`src/sv/icps_pkg.sv`:
```
package icps_pkg;

  // Configuration register width (image_width, image_height)
  localparam int CFG_W = 9;

  // Input command codes
  localparam logic [1:0] CMD_RESTART = 2'd0;
  localparam logic [1:0] CMD_LOAD    = 2'd1;
  localparam logic [1:0] CMD_SAMPLE  = 2'd2;

  // Configuration register indexes (paddr[2])
  localparam logic REG_WIDTH  = 1'b0;
  localparam logic REG_HEIGHT = 1'b1;

  typedef struct packed {
    logic [1:0]  command;
    logic [15:0] pixel_value;
    logic [31:0] random_fraction;
  } in_item_t;

  typedef struct packed {
    logic [7:0] column;
    logic [7:0] row;
    logic       status;
  } out_item_t;

  // Controller to datapath
  typedef struct packed {
    logic clear;
    logic load;
    logic capture;
    logic rd_total;
    logic check;
    logic rd_mid;
    logic step;
    logic div_start;
    logic emit;
  } dp_cmd_t;

  // Datapath to controller
  typedef struct packed {
    logic sample_ok;
    logic lo_lt_hi;
    logic div_done;
    logic out_free;
  } dp_stat_t;

endpackage

```
`src/sv/icps_ctrl.sv`:
```
module icps_ctrl (
  input  logic              clk_i,
  input  logic              rst_ni,
  input  logic              in_valid_i,
  input  logic [1:0]        in_command_i,
  output logic              in_ready_o,
  input  icps_pkg::dp_stat_t stat_i,
  output icps_pkg::dp_cmd_t  cmd_o
);

  typedef enum logic [2:0] {
    S_IDLE,
    S_RD_TOT,
    S_CHECK,
    S_SRCH_RD,
    S_SRCH_CMP,
    S_DIV,
    S_EMIT
  } state_e;

  state_e state_q, state_d;

  always_comb begin
    state_d    = state_q;
    in_ready_o = 1'b0;
    cmd_o      = '0;
    unique case (state_q)
      S_IDLE: begin
        in_ready_o = 1'b1;
        if (in_valid_i) begin
          unique case (in_command_i)
            icps_pkg::CMD_RESTART: cmd_o.clear = 1'b1;
            icps_pkg::CMD_LOAD:    cmd_o.load  = 1'b1;
            icps_pkg::CMD_SAMPLE: begin
              cmd_o.capture = 1'b1;
              state_d       = S_RD_TOT;
            end
            default: ;
          endcase
        end
      end
      S_RD_TOT: begin
        cmd_o.rd_total = 1'b1;
        state_d        = S_CHECK;
      end
      S_CHECK: begin
        cmd_o.check = 1'b1;
        state_d     = stat_i.sample_ok ? S_SRCH_RD : S_EMIT;
      end
      S_SRCH_RD: begin
        if (stat_i.lo_lt_hi) begin
          cmd_o.rd_mid = 1'b1;
          state_d      = S_SRCH_CMP;
        end else begin
          cmd_o.div_start = 1'b1;
          state_d         = S_DIV;
        end
      end
      S_SRCH_CMP: begin
        cmd_o.step = 1'b1;
        state_d    = S_SRCH_RD;
      end
      S_DIV: begin
        if (stat_i.div_done) state_d = S_EMIT;
      end
      S_EMIT: begin
        if (stat_i.out_free) begin
          cmd_o.emit = 1'b1;
          state_d    = S_IDLE;
        end
      end
      default: state_d = S_IDLE;
    endcase
  end

  always_ff @(posedge clk_i or negedge rst_ni) begin
    if (!rst_ni) begin
      state_q <= S_IDLE;
    end else begin
      state_q <= state_d;
    end
  end

endmodule

```
`config.mk`:
```
export PLATFORM = sky130hd
export DESIGN_NAME = icps_ctrl
export DESIGN_NICKNAME = d
export VERILOG_FILES = /design/src/sv/icps_pkg.sv /design/src/sv/icps_ctrl.sv
export SDC_FILE = /design/constraint.sdc
export NUM_CORES = 1
export LEC_CHECK = 0
export ABC_AREA = 1
export BUFFER_PORTS_ARGS = -buffer_cell sky130_fd_sc_hd__clkbuf_2
export CORE_AREA = 2 2 39 41
export CTS_CLUSTER_DIAMETER = 120
export DETAILED_ROUTE_END_ITERATION = 6
export DIE_AREA = 0 0 41 43
export PLACE_DENSITY = 0.56
export SYNTH_ARGS = -nofsm -noshare
export SYNTH_HDL_FRONTEND = slang
export SYNTH_SLANG_ARGS = --single-unit
```
`constraint.sdc`:
```
create_clock -name clk_i -period 1.62 [get_ports clk_i]
set_input_delay 0.405 -clock clk_i [delete_from_list [all_inputs] [get_ports clk_i]]
set_output_delay 0.405 -clock clk_i [all_outputs]
set_load 0.005 [all_outputs]
```
==> flow_summary_export.csv <==
group,metric,value,unit
run_status,status,"completed",
synth,yosys.area.top_type,"dfrtp_1",
pwr,power_density,1560,nW/um^2
route,routed_wl,936,um
pwr,p_seq_share,18.4,%
worst_setup_path,cp_common_cell,"buf_4",
pwr,leakage,0.340,nW
global_routing,grt_max_degree,9,
sta,finalHoldViolCount,0,
sta,grt_setup_unrepaired,"true",
placement,dp_hpwl,680,um
worst_setup_path,crit_type,"reg -> out",
pwr,switching_share,46.2,%
sta,setup_viol,0,
cells_and_area,areaGrowthSynthToFinish,52.9,%
cells_and_area,top_regs,"state_q x3",
cells_and_area,final_cell_mix,"clkbuf_2, nand2_1, buf_4",
placement,io_buffers,18,
floorplan,row_count,14,
sta,fin_ws,0.0284,ns
route,avgViaCountPerCell,4.39,
worst_hold_path,hp-class,"in -> reg",
pwr,p_sw,0.000410,W
global_routing,track_usage,11.8,%
synth,synth_cell_types,20,
synth,netlist_area,372,um^2
pwr,vdd_drop_max,0.000502,V
cells_and_area,max_flop_register,"state_q",
clocking,cts_buffer_depth,2,
clocking,clk_pin_slew,0.03,ns
global_routing,grt_pass1_vias,338,
synth,seq_area_frac_synth,20.2,%
route,ant_nets,0,
worst_setup_path,cpLargestDelayFamily,"flip-flops",
synth,yosysTopAreaCellShare,20.2,%
cells_and_area,final_nets,97,
global_routing,grt_pass1_wl,1.43,mm
sta,post-route-period-util,98.2,%
synth,synthCells,59,
synth,yosys_warnings,0,
sta,fin_crit,1.59,ns
route,drtIter0Drc,7,
cells_and_area,layout_commonest_cell,"clkbuf_2",
placement,dp_slack,0.109,ns
floorplan,die_w,41,um
route,vias,452,
run,maxCapViolations,0,
clocking,cts_tree,"done",
floorplan,core-area,1380,um^2
cells_and_area,largest_reg_flops,3,
worst_setup_path,crit_cells,5,
worst_setup_path,critPathCaptureType,"output pin",
global_routing,antenna_found_initial,0,
clocking,clock_latency,0.23,ns
worst_setup_path,crit_chain,"buf_4, buf_4, nand2_2, nor2_1, clkbuf_2",
worst_setup_path,arrival,1.19,ns
clocking,root_buffer,"clkbuf_4",
synth,ys_ff_latch,3,
floorplan,dieArea,1760,um^2
synth,avgSynthCellArea,6.30,um^2
cells_and_area,drive_above_1_share,56.3,%
clocking,h-tree-depth,1,
global_routing,overflow,0,
floorplan,die_y,43,um
sta,tightestPinTransition,0.223,ns
worst_setup_path,r2r_cells,8,
pwr,pwr-share-comb,66.8,%
floorplan,start_util,26.9,%
worst_hold_path,hold_depth,4,
placement,gp_congestion,0.747,
sta,fmax,628,MHz
cells_and_area,utilization,41.0,%
route,drtPass1Iterations,4,
clocking,cts_buffers,3,
route,wl_per_cell,9.09,um
sta,drv_slew,0,
worst_setup_path,cp-start-kind,"flip-flop",
worst_setup_path,cp.required,1.21,ns
sta,skew,0.00288,ns
worst_setup_path,crit_fanout,5,
cells_and_area,num_antenna_cells,0,
worst_setup_path,crit_buf_inv,3,
pwr,clkPwrFrac,14.8,%
pwr,internal-power,0.000477,W
worst_setup_path,slowest_delay,0.42,ns
synth,netlist_top_cells_area,"dfrtp_1, nand2_1, nand3_1",
synth,mappedNetlistNets,68,
floorplan,ios,19,
clocking,cts.sink_count,3,
route,drc_errors,0,
worst_setup_path,cp_slowest_cell,"dfrtp_2",
sta,slew_headroom,85.1,%
cells_and_area,fillers,155,
## worst paths after layout
path	startpoint	endpoint	slack, ns
max in group asynchronous	rst_ni	state_q[0]	0.98
min in group asynchronous	rst_ni	state_q[1]	0.52
hold / removal	stat_i[1]	state_q[0]	0.50
hold reg to reg	state_q[2]	state_q[2]	0.65
setup / recovery	state_q[0]	cmd_o[5]	0.03
setup reg to reg	state_q[0]	state_q[0]	0.36
## stage by stage
stage	total power (W)	hold WS (ns)	std cells	TNS (ns)	cell area (um^2)
after CTS	0.000791	0.498	99	0	522
after global placement	0.000620	0.201	92	0	467
after floorplan	0.000519	0.109	59	0	372
after global routing	0.000975	0.524	103	-0.122	568
final	0.000887	0.500	103	0	568
after detailed placement	0.000619	0.202	92	0	467
## cells by family after synthesis
group / after synthesis / share of synthesized area, %
flops: 3 / 20.2
simple gates: 41 / 58.6
compound gates: 3 / 4.04
buf+inv: 12 / 17.2
## Yosys cell counts
cell      number
inv_1          6
inv_4          1
nor2_2         3
a21oi_1        1
nand2_2        3
clkinv_2       1
o21ai_0        1
nand4_2        1
inv_2          2
dfrtp_1        3
nor3_1         2
nand3_1        6
nor3_2         2
nor2_1         6
nor2_4         1
or2_2          1
nand2_4        1
o21ai_1        1
nand2_1       15
buf_6          2
## per-layer routing
metal | track usage (%) | vias up | share of wire [%]
li1 | - | 240 | -
met1 | 16.8 | 192 | 44
met2 | 16.6 | 18 | 49
met3 | 1.57 | 2 | 5.1
met4 | 6.00 | 0 | 1.8
met5 | 0 | - | 0
## power groups by stage
stage	registers, W	clock network, W	logic [W]
2_1_floorplan	0.000124	0	0.000396
4_1_cts	0.000156	0.000134	0.000500
6_report	0.000163	0.000132	0.000592
3_5_place_dp	0.000167	0	0.000452
5_1_grt	0.000166	0.000149	0.000660
3_3_place_gp	0.000170	0	0.000449
## layout make-up
type,instances,area [um^2],area share (%)
clock buffer,4,26.3,4.63
inverter,10,45.0,7.93
multi-input combinational,44,245,43.2
sequential,3,78.8,13.9
tap,16,20.0,3.52
timing repair buffer,26,153,26.9
## tightest hold or removal path, stage by stage
cell and delay, ns:
clkbuf_2 0.07, inv_1 0.04, nand4_2 0.11, nand2_1 0.06
## repair_timing
item,CTS,global route
pin swaps,0,1
endpoints found under the setup margin,4,4
hold endpoints to repair,3,0
hold buffers,1,0
buffers inserted,2,4
gates resized for setup,3,8
Note: power is estimated with default switching activity, not from simulation.
